===== config.mk =====
export PLATFORM = sky130hd
export DESIGN_NAME = addressable_led_chain_driver_flat
export DESIGN_NICKNAME = d
export VERILOG_FILES = /design/src/rtl/alcd_pkg.sv /design/src/rtl/alcd_if.sv /design/src/rtl/alcd_front.sv /design/src/rtl/alcd_cmd_fifo.sv /design/src/rtl/alcd_engine.sv /design/src/rtl/addressable_led_chain_driver.sv /design/src/flat_wrapper.sv
export VERILOG_INCLUDE_DIRS = /design/src /design/src/rtl
export SDC_FILE = /design/constraint.sdc
export NUM_CORES = 2
export LEC_CHECK = 0
export BUFFER_PORTS_ARGS = -buffer_cell sky130_fd_sc_hd__buf_2
export CORE_MARGIN = 2
export CORE_UTILIZATION = 55
export CTS_CLUSTER_DIAMETER = 120
export CTS_CLUSTER_SIZE = 24
export DETAILED_ROUTE_END_ITERATION = 16
export HOLD_SLACK_MARGIN = 0.08
export MAX_ROUTING_LAYER = met4
export PLACE_DENSITY_LB_ADDON = 0.15
export REMOVE_ABC_BUFFERS = 1
export SLEW_MARGIN = 0
export SYNTH_ARGS = -nofsm -noshare
export SYNTH_HDL_FRONTEND = slang
export SYNTH_SLANG_ARGS = --single-unit
export TNS_END_PERCENT = 5

===== constraint.sdc =====
create_clock -name clk -period 8.25 [get_ports clk]
set_input_delay 0.4125 -clock clk [delete_from_list [all_inputs] [get_ports clk]]
set_output_delay 0.4125 -clock clk [all_outputs]
set_load 0.03 [all_outputs]

===== src/rtl/assert_macros.svh =====
// Assertion macros shared by the RTL modules.
`ifndef ASSERT_MACROS_SVH
`define ASSERT_MACROS_SVH

// Check a property on every clock outside reset.
`define ALCD_CHECK(label, prop, msg) \
  label: assert property (@(posedge clk) disable iff (rst) (prop)) else $error(msg);

// Check that a condition is followed by another one in the next clock.
`define ALCD_CHECK_NEXT(label, ante, cons, msg) \
  label: assert property (@(posedge clk) disable iff (rst) (ante) |=> (cons)) else $error(msg);

`endif


===== src/rtl/alcd_pkg.sv =====
// Shared types and constants of the LED chain driver.
package alcd_pkg;

  localparam int PIXELS = 64;
  localparam int CNT_W = $clog2(PIXELS + 1);
  localparam int ADDR_W = (PIXELS > 1) ? $clog2(PIXELS) : 1;
  localparam int WORD_W = 24;
  localparam int BITS_PER_PIXEL = 24;
  localparam int BIT_W = 5;
  localparam int TICK_W = 16;
  localparam int FIFO_DEPTH = 2;
  localparam int FIFO_PTR_W = 1;
  localparam int FIFO_CNT_W = 2;

  localparam int CFG_IDX_W = 2;
  localparam int CFG_DATA_W = 16;
  localparam logic [CFG_IDX_W-1:0] REG_SHORT_TICKS = 2'd0;
  localparam logic [CFG_IDX_W-1:0] REG_LONG_TICKS = 2'd1;
  localparam logic [CFG_IDX_W-1:0] REG_LATCH_TICKS = 2'd2;

  localparam logic [7:0] SHORT_TICKS_RESET = 8'd14;
  localparam logic [7:0] LONG_TICKS_RESET = 8'd36;
  localparam logic [15:0] LATCH_TICKS_RESET = 16'd30000;

  typedef enum logic [1:0] {
    CMD_TICK         = 2'd0,
    CMD_FILL         = 2'd1,
    CMD_FILL_REFRESH = 2'd2,
    CMD_REFRESH      = 2'd3
  } cmd_kind_t;

  typedef struct packed {
    cmd_kind_t          kind;
    logic [CNT_W-1:0]   count;
    logic [WORD_W-1:0]  color;
  } cmd_t;

  typedef struct packed {
    logic  push;
    cmd_t  entry;
  } push_t;

  typedef struct packed {
    logic [7:0]   short_ticks;
    logic [7:0]   long_ticks;
    logic [15:0]  latch_ticks;
  } timing_t;

endpackage


===== src/rtl/alcd_if.sv =====
// Handshake channels of the LED chain driver: command words in, line samples out.
interface alcd_in_if;
  logic        valid;
  logic        ready;
  logic [1:0]  mode;
  logic [9:0]  count;
  logic [7:0]  red;
  logic [7:0]  green;
  logic [7:0]  blue;

  modport source (output valid, mode, count, red, green, blue, input ready);
  modport sink (input valid, mode, count, red, green, blue, output ready);
endinterface

interface alcd_out_if;
  logic  valid;
  logic  ready;
  logic  line;
  logic  busy_res;
  logic  frame_done;
  logic  rejected;

  modport source (output valid, line, busy_res, frame_done, rejected, input ready);
  modport sink (input valid, line, busy_res, frame_done, rejected, output ready);
endinterface


===== src/rtl/alcd_front.sv =====
// Front end: accept command words, clamp the count and pack the color.
module alcd_front (
  alcd_in_if.sink        cmd,
  input  logic           q_full,
  output alcd_pkg::push_t q_push
);
  import alcd_pkg::*;

  always_comb begin
    cmd.ready = !q_full;
    q_push.push = cmd.valid && !q_full;
    q_push.entry.kind = cmd_kind_t'(cmd.mode);
    // clamp to store size
    if (cmd.count > PIXELS) begin
      q_push.entry.count = CNT_W'(PIXELS);
    end else begin
      q_push.entry.count = CNT_W'(cmd.count);
    end
    q_push.entry.color = {cmd.green, cmd.red, cmd.blue};
  end

endmodule


===== src/rtl/alcd_cmd_fifo.sv =====
// Short command queue between the front end and the line engine.
module alcd_cmd_fifo (
  input  logic             clk,
  input  logic             rst,
  input  alcd_pkg::push_t  q_push,
  output logic             q_full,
  output logic             q_valid,
  input  logic             q_pop,
  output alcd_pkg::cmd_t   q_head
);
  import alcd_pkg::*;
  `include "assert_macros.svh"

  cmd_t                   entries [FIFO_DEPTH];
  logic [FIFO_PTR_W-1:0]  wr_ptr;
  logic [FIFO_PTR_W-1:0]  rd_ptr;
  logic [FIFO_CNT_W-1:0]  fill;
  logic                   do_push;
  logic                   do_pop;

  assign q_full = (fill == FIFO_CNT_W'(FIFO_DEPTH));
  assign q_valid = (fill != '0);
  assign q_head = entries[rd_ptr];
  assign do_push = q_push.push && !q_full;
  assign do_pop = q_pop && q_valid;

  always_ff @(posedge clk) begin
    if (do_push) begin
      entries[wr_ptr] <= q_push.entry;
    end
  end

  always_ff @(posedge clk) begin
    if (rst) begin
      wr_ptr <= '0;
      rd_ptr <= '0;
      fill <= '0;
    end else begin
      if (do_push) begin
        wr_ptr <= wr_ptr + 1'b1;
      end
      if (do_pop) begin
        rd_ptr <= rd_ptr + 1'b1;
      end
      case ({do_push, do_pop})
        2'b10:   fill <= fill + 1'b1;
        2'b01:   fill <= fill - 1'b1;
        default: fill <= fill;
      endcase
    end
  end

  `ALCD_CHECK(a_fifo_bound, fill <= FIFO_CNT_W'(FIFO_DEPTH), "command queue overfilled")
  `ALCD_CHECK_NEXT(a_fifo_pop_drains, do_pop && !do_push, fill == $past(fill) - 1'b1,
                   "pop did not drain the queue")

endmodule


===== src/rtl/alcd_engine.sv =====
// Line engine: store, fill, bit timing, latch; one word per clock if unstalled.
module alcd_engine (
  input  logic             clk,
  input  logic             rst,
  input  alcd_pkg::timing_t timing,
  input  logic             q_valid,
  output logic             q_pop,
  input  alcd_pkg::cmd_t   q_head,
  alcd_out_if.source       res
);
  import alcd_pkg::*;
  `include "assert_macros.svh"

  typedef enum logic [2:0] {
    PH_IDLE,
    PH_FILL,
    PH_HIGH,
    PH_LOW,
    PH_LATCH
  } phase_t;

  phase_t              phase, phase_next;
  logic [CNT_W-1:0]    pixel_index, pixel_index_next;
  logic [CNT_W-1:0]    pixels_to_send, pixels_to_send_next;
  logic [BIT_W-1:0]    bit_index, bit_index_next;
  logic [WORD_W-1:0]   shift_word, shift_word_next;
  logic [TICK_W-1:0]   tick_count, tick_count_next;
  logic                pending_refresh, pending_refresh_next;
  logic [WORD_W-1:0]   fill_color, fill_color_next;
  logic [CNT_W-1:0]    pf_addr, pf_addr_next;
  logic [WORD_W-1:0]   pix0;
  logic [WORD_W-1:0]   rdata;

  logic [WORD_W-1:0]   store [PIXELS];
  logic [PIXELS-1:0]   store_valid;
  logic                mem_we;
  logic [CNT_W-1:0]    mem_addr;

  logic                fire;
  logic                line_s, busy_s, done_s, rej_s;
  phase_t              ph_l;
  logic [CNT_W-1:0]    pi_l, pts_l;
  logic [BIT_W-1:0]    bi_l;
  logic [WORD_W-1:0]   sw_l, fc_l;
  logic [TICK_W-1:0]   tc_l;
  logic                pend_l;
  logic [CNT_W-1:0]    pf_l;

  function automatic logic [TICK_W-1:0] at_least_one(input logic [TICK_W-1:0] v);
    return (v == '0) ? TICK_W'(1) : v;
  endfunction

  function automatic logic [TICK_W-1:0] bit_ticks(input logic use_long, input timing_t t);
    return at_least_one(TICK_W'(use_long ? t.long_ticks : t.short_ticks));
  endfunction

  assign fire = q_valid && (!res.valid || res.ready);
  assign q_pop = fire;

  always_comb begin
    // load a command when idle; reject a non-tick command while busy
    rej_s = 1'b0;
    ph_l = phase;
    pi_l = pixel_index;
    pts_l = pixels_to_send;
    bi_l = bit_index;
    sw_l = shift_word;
    tc_l = tick_count;
    pend_l = pending_refresh;
    fc_l = fill_color;
    pf_l = pf_addr;
    if (q_head.kind != CMD_TICK) begin
      if (phase != PH_IDLE) begin
        rej_s = 1'b1;
      end else if (q_head.kind == CMD_REFRESH ||
                   (q_head.kind == CMD_FILL_REFRESH && q_head.count == '0)) begin
        pts_l = q_head.count;
        pend_l = 1'b0;
        pi_l = '0;
        bi_l = '0;
        if (q_head.count == '0) begin
          ph_l = PH_LATCH;
          tc_l = at_least_one(timing.latch_ticks);
        end else begin
          sw_l = pix0;
          ph_l = PH_HIGH;
          tc_l = bit_ticks(pix0[WORD_W-1], timing);
          pf_l = CNT_W'(1);
        end
      end else if (q_head.count != '0) begin
        fc_l = q_head.color;
        pi_l = '0;
        pts_l = q_head.count;
        pend_l = (q_head.kind == CMD_FILL_REFRESH);
        ph_l = PH_FILL;
      end
    end

    line_s = (ph_l == PH_HIGH);
    busy_s = (ph_l != PH_IDLE);
    done_s = 1'b0;
    mem_we = 1'b0;
    mem_addr = pi_l;

    phase_next = ph_l;
    pixel_index_next = pi_l;
    pixels_to_send_next = pts_l;
    bit_index_next = bi_l;
    shift_word_next = sw_l;
    tick_count_next = tc_l;
    pending_refresh_next = pend_l;
    fill_color_next = fc_l;
    pf_addr_next = pf_l;

    unique case (ph_l)
      PH_FILL: begin
        mem_we = 1'b1;
        pixel_index_next = pi_l + 1'b1;
        if (pixel_index_next >= pts_l) begin
          if (pend_l) begin
            // pixel 0 now holds the fill color
            pending_refresh_next = 1'b0;
            pixel_index_next = '0;
            bit_index_next = '0;
            shift_word_next = fc_l;
            phase_next = PH_HIGH;
            tick_count_next = bit_ticks(fc_l[WORD_W-1], timing);
            pf_addr_next = CNT_W'(1);
          end else begin
            phase_next = PH_IDLE;
          end
        end
      end
      PH_HIGH: begin
        tick_count_next = tc_l - 1'b1;
        if (tick_count_next == '0) begin
          phase_next = PH_LOW;
          tick_count_next = bit_ticks(!sw_l[WORD_W-1], timing);
        end
      end
      PH_LOW: begin
        tick_count_next = tc_l - 1'b1;
        if (tick_count_next == '0) begin
          shift_word_next = {sw_l[WORD_W-2:0], 1'b0};
          bit_index_next = bi_l + 1'b1;
          phase_next = PH_HIGH;
          if (bit_index_next == BIT_W'(BITS_PER_PIXEL)) begin
            bit_index_next = '0;
            pixel_index_next = pi_l + 1'b1;
            if (pixel_index_next >= pts_l) begin
              phase_next = PH_LATCH;
            end else begin
              // prefetched word of the next pixel
              shift_word_next = rdata;
              pf_addr_next = pixel_index_next + 1'b1;
            end
          end
          if (phase_next == PH_LATCH) begin
            tick_count_next = at_least_one(timing.latch_ticks);
          end else begin
            tick_count_next = bit_ticks(shift_word_next[WORD_W-1], timing);
          end
        end
      end
      PH_LATCH: begin
        tick_count_next = tc_l - 1'b1;
        if (tick_count_next == '0) begin
          phase_next = PH_IDLE;
          done_s = 1'b1;
        end
      end
      default: begin
        phase_next = PH_IDLE;
      end
    endcase
  end

  always_ff @(posedge clk) begin
    if (fire && mem_we) begin
      store[mem_addr[ADDR_W-1:0]] <= fill_color_next;
    end
  end

  // registered read port of the store; unwritten entries read as zero
  always_ff @(posedge clk) begin
    if (pf_addr < CNT_W'(PIXELS) && store_valid[pf_addr[ADDR_W-1:0]]) begin
      rdata <= store[pf_addr[ADDR_W-1:0]];
    end else begin
      rdata <= '0;
    end
  end

  always_ff @(posedge clk) begin
    if (rst) begin
      phase <= PH_IDLE;
      pixel_index <= '0;
      pixels_to_send <= '0;
      bit_index <= '0;
      shift_word <= '0;
      tick_count <= '0;
      pending_refresh <= 1'b0;
      fill_color <= '0;
      pf_addr <= '0;
      pix0 <= '0;
      store_valid <= '0;
      res.valid <= 1'b0;
      res.line <= 1'b0;
      res.busy_res <= 1'b0;
      res.frame_done <= 1'b0;
      res.rejected <= 1'b0;
    end else begin
      if (res.valid && res.ready && !fire) begin
        res.valid <= 1'b0;
      end
      if (fire) begin
        phase <= phase_next;
        pixel_index <= pixel_index_next;
        pixels_to_send <= pixels_to_send_next;
        bit_index <= bit_index_next;
        shift_word <= shift_word_next;
        tick_count <= tick_count_next;
        pending_refresh <= pending_refresh_next;
        fill_color <= fill_color_next;
        pf_addr <= pf_addr_next;
        if (mem_we) begin
          store_valid[mem_addr[ADDR_W-1:0]] <= 1'b1;
          if (mem_addr == '0) begin
            pix0 <= fill_color_next;
          end
        end
        res.valid <= 1'b1;
        res.line <= line_s;
        res.busy_res <= busy_s;
        res.frame_done <= done_s;
        res.rejected <= rej_s;
      end
    end
  end

  `ALCD_CHECK(a_done_while_busy, !(res.valid && res.frame_done) || res.busy_res,
              "frame end reported outside busy")
  `ALCD_CHECK(a_reject_while_busy, !(res.valid && res.rejected) || res.busy_res,
              "rejected word reported while idle")
  `ALCD_CHECK(a_index_in_range, pixel_index <= pixels_to_send || phase == PH_IDLE,
              "pixel index ran past the frame")

endmodule


===== src/rtl/addressable_led_chain_driver.sv =====
// Top level of the LED chain driver: timing registers, front end, queue and line engine.
// Path: a command word is registered in the queue, then in the output register as a result word.
// Throughput: one word per clock while a command waits and the output is not stalled; every word is one line sample.
// Bit timing runs from the next-pixel prefetch on the store's single read port.
// Reset: synchronous; the store reads as zero through per-pixel valid bits, no clearing pass.
module addressable_led_chain_driver (
  input  logic                             clk,
  input  logic                             rst,
  alcd_in_if.sink                          cmd,
  alcd_out_if.source                       res,
  input  logic                             cfg_we,
  input  logic [alcd_pkg::CFG_IDX_W-1:0]   cfg_index,
  input  logic [alcd_pkg::CFG_DATA_W-1:0]  cfg_data
);
  import alcd_pkg::*;

  timing_t  timing;
  push_t    q_push;
  logic     q_full;
  logic     q_valid;
  logic     q_pop;
  cmd_t     q_head;

  always_ff @(posedge clk) begin
    if (rst) begin
      timing.short_ticks <= SHORT_TICKS_RESET;
      timing.long_ticks <= LONG_TICKS_RESET;
      timing.latch_ticks <= LATCH_TICKS_RESET;
    end else if (cfg_we) begin
      unique case (cfg_index)
        REG_SHORT_TICKS: timing.short_ticks <= cfg_data[7:0];
        REG_LONG_TICKS:  timing.long_ticks <= cfg_data[7:0];
        REG_LATCH_TICKS: timing.latch_ticks <= cfg_data;
        default: ;
      endcase
    end
  end

  alcd_front u_front (
    .cmd    (cmd),
    .q_full (q_full),
    .q_push (q_push)
  );

  alcd_cmd_fifo u_fifo (
    .clk     (clk),
    .rst     (rst),
    .q_push  (q_push),
    .q_full  (q_full),
    .q_valid (q_valid),
    .q_pop   (q_pop),
    .q_head  (q_head)
  );

  alcd_engine u_engine (
    .clk     (clk),
    .rst     (rst),
    .timing  (timing),
    .q_valid (q_valid),
    .q_pop   (q_pop),
    .q_head  (q_head),
    .res     (res)
  );

endmodule

===== src/flat_wrapper.sv =====
// flat-port wrapper written by rule: the top's interface ports become plain ports
module addressable_led_chain_driver_flat import alcd_pkg::*;
  (clk, rst, cfg_we, cfg_index, cfg_data, cmd_valid, cmd_mode, cmd_count, cmd_red, cmd_green, cmd_blue, cmd_ready, res_valid, res_line, res_busy_res, res_frame_done, res_rejected, res_ready);
  alcd_in_if cmd_i ();
  alcd_out_if res_i ();
  input  logic clk;
  input  logic rst;
  input  logic cfg_we;
  input  logic [alcd_pkg::CFG_IDX_W-1:0] cfg_index;
  input  logic [alcd_pkg::CFG_DATA_W-1:0] cfg_data;
  input wire logic [$bits(cmd_i.valid)-1:0] cmd_valid;
  input wire logic [$bits(cmd_i.mode)-1:0] cmd_mode;
  input wire logic [$bits(cmd_i.count)-1:0] cmd_count;
  input wire logic [$bits(cmd_i.red)-1:0] cmd_red;
  input wire logic [$bits(cmd_i.green)-1:0] cmd_green;
  input wire logic [$bits(cmd_i.blue)-1:0] cmd_blue;
  output wire logic [$bits(cmd_i.ready)-1:0] cmd_ready;
  output wire logic [$bits(res_i.valid)-1:0] res_valid;
  output wire logic [$bits(res_i.line)-1:0] res_line;
  output wire logic [$bits(res_i.busy_res)-1:0] res_busy_res;
  output wire logic [$bits(res_i.frame_done)-1:0] res_frame_done;
  output wire logic [$bits(res_i.rejected)-1:0] res_rejected;
  input wire logic [$bits(res_i.ready)-1:0] res_ready;
  assign cmd_i.valid = cmd_valid;
  assign cmd_i.mode = cmd_mode;
  assign cmd_i.count = cmd_count;
  assign cmd_i.red = cmd_red;
  assign cmd_i.green = cmd_green;
  assign cmd_i.blue = cmd_blue;
  assign cmd_ready = cmd_i.ready;
  assign res_valid = res_i.valid;
  assign res_line = res_i.line;
  assign res_busy_res = res_i.busy_res;
  assign res_frame_done = res_i.frame_done;
  assign res_rejected = res_i.rejected;
  assign res_i.ready = res_ready;
  addressable_led_chain_driver u_core (.clk(clk), .rst(rst), .cmd(cmd_i), .res(res_i), .cfg_we(cfg_we), .cfg_index(cfg_index), .cfg_data(cfg_data));
endmodule

==> results.sh <==
export IMPL_outcome="finished, final reports clean"
export IMPL_skew_ns=0.02970
export IMPL_drcViolationCount=0
export IMPL_p_seq_share_pct=49.3
export IMPL_cp_start_kind="flop"
export IMPL_io_pins=65
export IMPL_netlist_area_um2=73770
export IMPL_grt_pass1_vias=37715
export IMPL_hold_ws_ns=0.1916
export IMPL_p_comb_share_pct=31.9
export IMPL_clk_latency_ns=0.74
export IMPL_core_region_area_um2=133300
export IMPL_firstDrtPassIters=6
export IMPL_power_switching_mw=9.079
export IMPL_grt_max_degree=94
export IMPL_tritoncts_num_buffers=87
export IMPL_synthCells=4019
export IMPL_critical_path_cell_chain="buf_4, mux2i_1, nor3_4, nor2_1, a211oi_1, a21oi_1, ha_1, inv_1, nor3_1, o221ai_1, nor4_1, a41oi_1, nor4b_4, buf_4, buf_4, nor2_1, a2111oi_0, a211oi_1"
export IMPL_maxClockFrequency_mhz=144.0
export IMPL_end_kind="flop"
export IMPL_cp_max_fo=44
export IMPL_clkTransAtPathRegs_ns=0.11
export IMPL_slowest_stage="mux2i_1"
export IMPL_die_x_um=370.2
export IMPL_period_needed_ns=6.944
export IMPL_route_vias_total=38721
export IMPL_reg2reg_depth=18
export IMPL_yosysMostFrequentCell="edfxtp_1"
export IMPL_p_int_mw=17.38
export IMPL_ys_ff_latch=1850
export IMPL_report_final_slew_viol_count=0
export IMPL_p_per_area_nw_per_um2=330.7
export IMPL_nets=4138
export IMPL_cts_root_buf="clkbuf_16"
export IMPL_cts_resized=0
export IMPL_dpl_hpwl_um=102500
export IMPL_rsz0062_at_grt="false"
export IMPL_switching_share_pct=34.31
export IMPL_initial_core_util_pct=55.34
export IMPL_drtIter0Drc=4977
export IMPL_overflow=0
export IMPL_cts_buffer_depth=3
export IMPL_ir_worst_vdd_mv=0.5076
export IMPL_hold_viol=0
export IMPL_crit_type="reg2reg"
export IMPL_r2r_end="u_core.u_engine.phase[0]$_SDFFE_PP0P_"
export IMPL_synthFlopType="edfxtp_1"
export IMPL_die_y_um=370.2
export IMPL_cpPeakStageDelay_ns=0.75
export IMPL_cap_viol_max_count=0
export IMPL_ys_warn_count=0
export IMPL_track_usage_pct=28.00
export IMPL_r2r_setup_slack_ns=1.31
export IMPL_worst_pin_slew_ns=1.197
export IMPL_routed_wl_um=185300
export IMPL_endpoint="u_core.u_engine.phase[0]$_SDFFE_PP0P_"
export IMPL_cts_tree="yes"
export IMPL_die_area_um2=137100
export IMPL_portBuffers=64
export IMPL_fin_ws_ns=1.306
export IMPL_cp_arrival_ns=7.53
export IMPL_synth_area_leaders="edfxtp_1, mux4_2, dfxtp_1"
export IMPL_dp_cells=5692
export IMPL_grt_antenna_before_repair=4
export IMPL_place_area_um2=76870
export IMPL_finalCritPeriodShare_pct=84.17
export IMPL_drive_gt1_share_pct=21.74
export IMPL_postLayoutCellArea_um2=80000
export IMPL_synth_top_cell_area_share_pct=65.21
export IMPL_row_count=134
export IMPL_post_cts_buffers=0
export IMPL_grt_first_pass_wirelength_um=266600
export IMPL_synthTopCellsByCount="edfxtp_1, mux4_2, nor2_1, dfxtp_1, nand2_1"
export IMPL_drt_vias_per_instance=6.548
export IMPL_cts_sinks=1850
export IMPL_preCtsSetupSlack_ns=1.374
export IMPL_synth_edf_count=1602
export IMPL_report_final_setup_viol=0
export IMPL_h_tree_depth=3
export IMPL_syn_area_per_cell_um2=18.36
export IMPL_power_leakage_nw=24.18
export IMPL_power_total_mw=26.46
export IMPL_cts_hold_buf=52
export IMPL_fin_cells=5913
export IMPL_area_growth_pct=8.445
export IMPL_ant_nets=0
export IMPL_worstPathRequired_ns=8.84
export IMPL_yosysTopAreaCell="edfxtp_1"
export IMPL_synth_cell_type_count=76
export IMPL_min_path_cells=2
export IMPL_hold_path_class="in2reg"
export IMPL_async_reset_ff_share_pct=0
export IMPL_relSlewSlack_pct=17.94
export IMPL_place_congestion=0.9565
export IMPL_routedWlPerCell_um=31.34
export IMPL_seq_area_frac_synth_pct=71.94
export IMPL_pwr_share_clk_pct=18.8
export IMPL_cp_common_cell="buf_4"
cells by family (layout without fill, tap and decap cells):
logic type               Yosys count  in the layout  share of synthesized area [%]
AO/OA/AOI/OAI                    474            474                          3.964
XOR/XNOR                          24             24                         0.2850
adder cells (fa/ha/maj)           14             14                         0.2375
buffers and inverters            257            378                          1.350
flip-flops                      1850           1850                          71.94
multiplexers                     637            637                          17.59
other                              0              5                              0
AND/OR/NAND/NOR                  763            763                          4.637
final cells by class:
type,instances,area [µm²]
repair buffers,198,1550
flip-flops and latches,1850,53090
inverters,16,60.06
clock inverters,6,106.4
multi-input cells,1912,20480
diodes,5,12.51
fillers,9591,53290
clock buffers,158,2486
well taps,1768,2212
power groups by stage:
stage / Clock (mW) / Combinational [mW] / Sequential (mW)
3_3_place_gp: 0 / 8.24 / 13.2
2_1_floorplan: 0 / 4.73 / 13.7
5_1_grt: 5.34 / 9.00 / 13.1
4_1_cts: 5.05 / 8.44 / 13.0
6_report: 4.97 / 8.45 / 13.0
3_5_place_dp: 0 / 8.42 / 13.2
cell usage in the layout (no fill, tap or decap), types with 9 or more instances in the layout:
| cell type | netlist | final |
|---|---|---|
| ha_1 | 14 | 14 |
| nor2_4 | 1 | 66 |
| a31oi_1 | 36 | 36 |
| and3_1 | 15 | 15 |
| dlygate4sd3_1 | 0 | 52 |
| buf_4 | 2 | 75 |
| nand2_1 | 215 | 215 |
| inv_1 | 16 | 14 |
| o211ai_1 | 15 | 15 |
| xnor2_1 | 9 | 9 |
| edfxtp_1 | 1602 | 1602 |
| dfxtp_1 | 248 | 242 |
| nor4_1 | 15 | 15 |
| nand4_1 | 14 | 14 |
| and2_1 | 17 | 17 |
| nor2b_1 | 33 | 33 |
| clkbuf_16 | 0 | 89 |
| o21ai_0 | 77 | 77 |
| o21a_1 | 25 | 25 |
| a21oi_4 | 0 | 23 |
| o22ai_1 | 9 | 9 |
| nand2b_1 | 11 | 11 |
| mux2i_1 | 99 | 99 |
| mux2_2 | 12 | 12 |
| nor3_1 | 55 | 54 |
| nand3_1 | 31 | 31 |
| buf_2 | 7 | 63 |
| xor2_1 | 15 | 15 |
| a21oi_1 | 195 | 172 |
| a211oi_1 | 43 | 43 |
| mux4_2 | 525 | 525 |
| or3_1 | 9 | 9 |
| clkbuf_1 | 180 | 69 |
| nor2_1 | 318 | 250 |
how the worst min path moves through the flow:
stage	to	slack (ns)	startpoint
after detailed placement	u_core.u_engine.fill_color[14]$_SDFFE_PP0P_	0.45	u_core.u_engine.fill_color[14]$_SDFFE_PP0P_
after global routing	u_core.timing[30]$_SDFFE_PP0P_	0.17	rst
after floorplan	u_core.u_engine.pf_addr[6]$_SDFFE_PP0P_	0.42	u_core.u_engine.pf_addr[6]$_SDFFE_PP0P_
final	u_core.timing[30]$_SDFFE_PP0P_	0.19	rst
after CTS	u_core.timing[30]$_SDFFE_PP0P_	0.15	rst
after global placement	u_core.u_engine.store_valid[3]$_SDFFE_PP0P_	0.44	u_core.u_engine.store_valid[3]$_SDFFE_PP0P_
sequential cells by signal, indices dropped and copies added (netlist names), 2 cells and up, named ones only:
register,count
u_core.u_engine.store,1536
u_core.u_fifo.entries,66
u_core.u_engine.store_valid,64
u_core.timing,32
u_core.u_engine.fill_color,24
u_core.u_engine.pix0,24
u_core.u_engine.rdata,24
u_core.u_engine.shift_word,24
u_core.u_engine.tick_count,16
u_core.u_engine.pf_addr,7
u_core.u_engine.pixel_index,7
u_core.u_engine.pixels_to_send,7
u_core.u_engine.bit_index,5
u_core.u_engine.phase,3
u_core.u_fifo.fill,2
per-layer routing:
| layer | share of wire, % | track usage [%] |
|---|---|---|
| met3 | 7.6 | 3.510 |
| met5 | 0 | - |
| met1 | 42 | 40.09 |
| met2 | 48 | 43.35 |
| met4 | 2.9 | 7.255 |
worst max-delay path: cells and delay by family, from the launching register on:
kind,cells,cell delay (ns)
simple gates,6,2.03
compound gates,6,1.51
flops,1,0.61
buf+inv,4,1.47
fa+ha+maj,1,0.43
mux,1,0.75
stage by stage:
step | utilization, % | TNS [ns]
3_5_place_dp | 57.67 | 0
4_1_cts | 60.01 | 0
2_1_floorplan | - | -257.12
6_report | 60.02 | 0
5_1_grt | 60.01 | 0
3_3_place_gp | 57.67 | 0
Power figures use the tool's default switching activity.
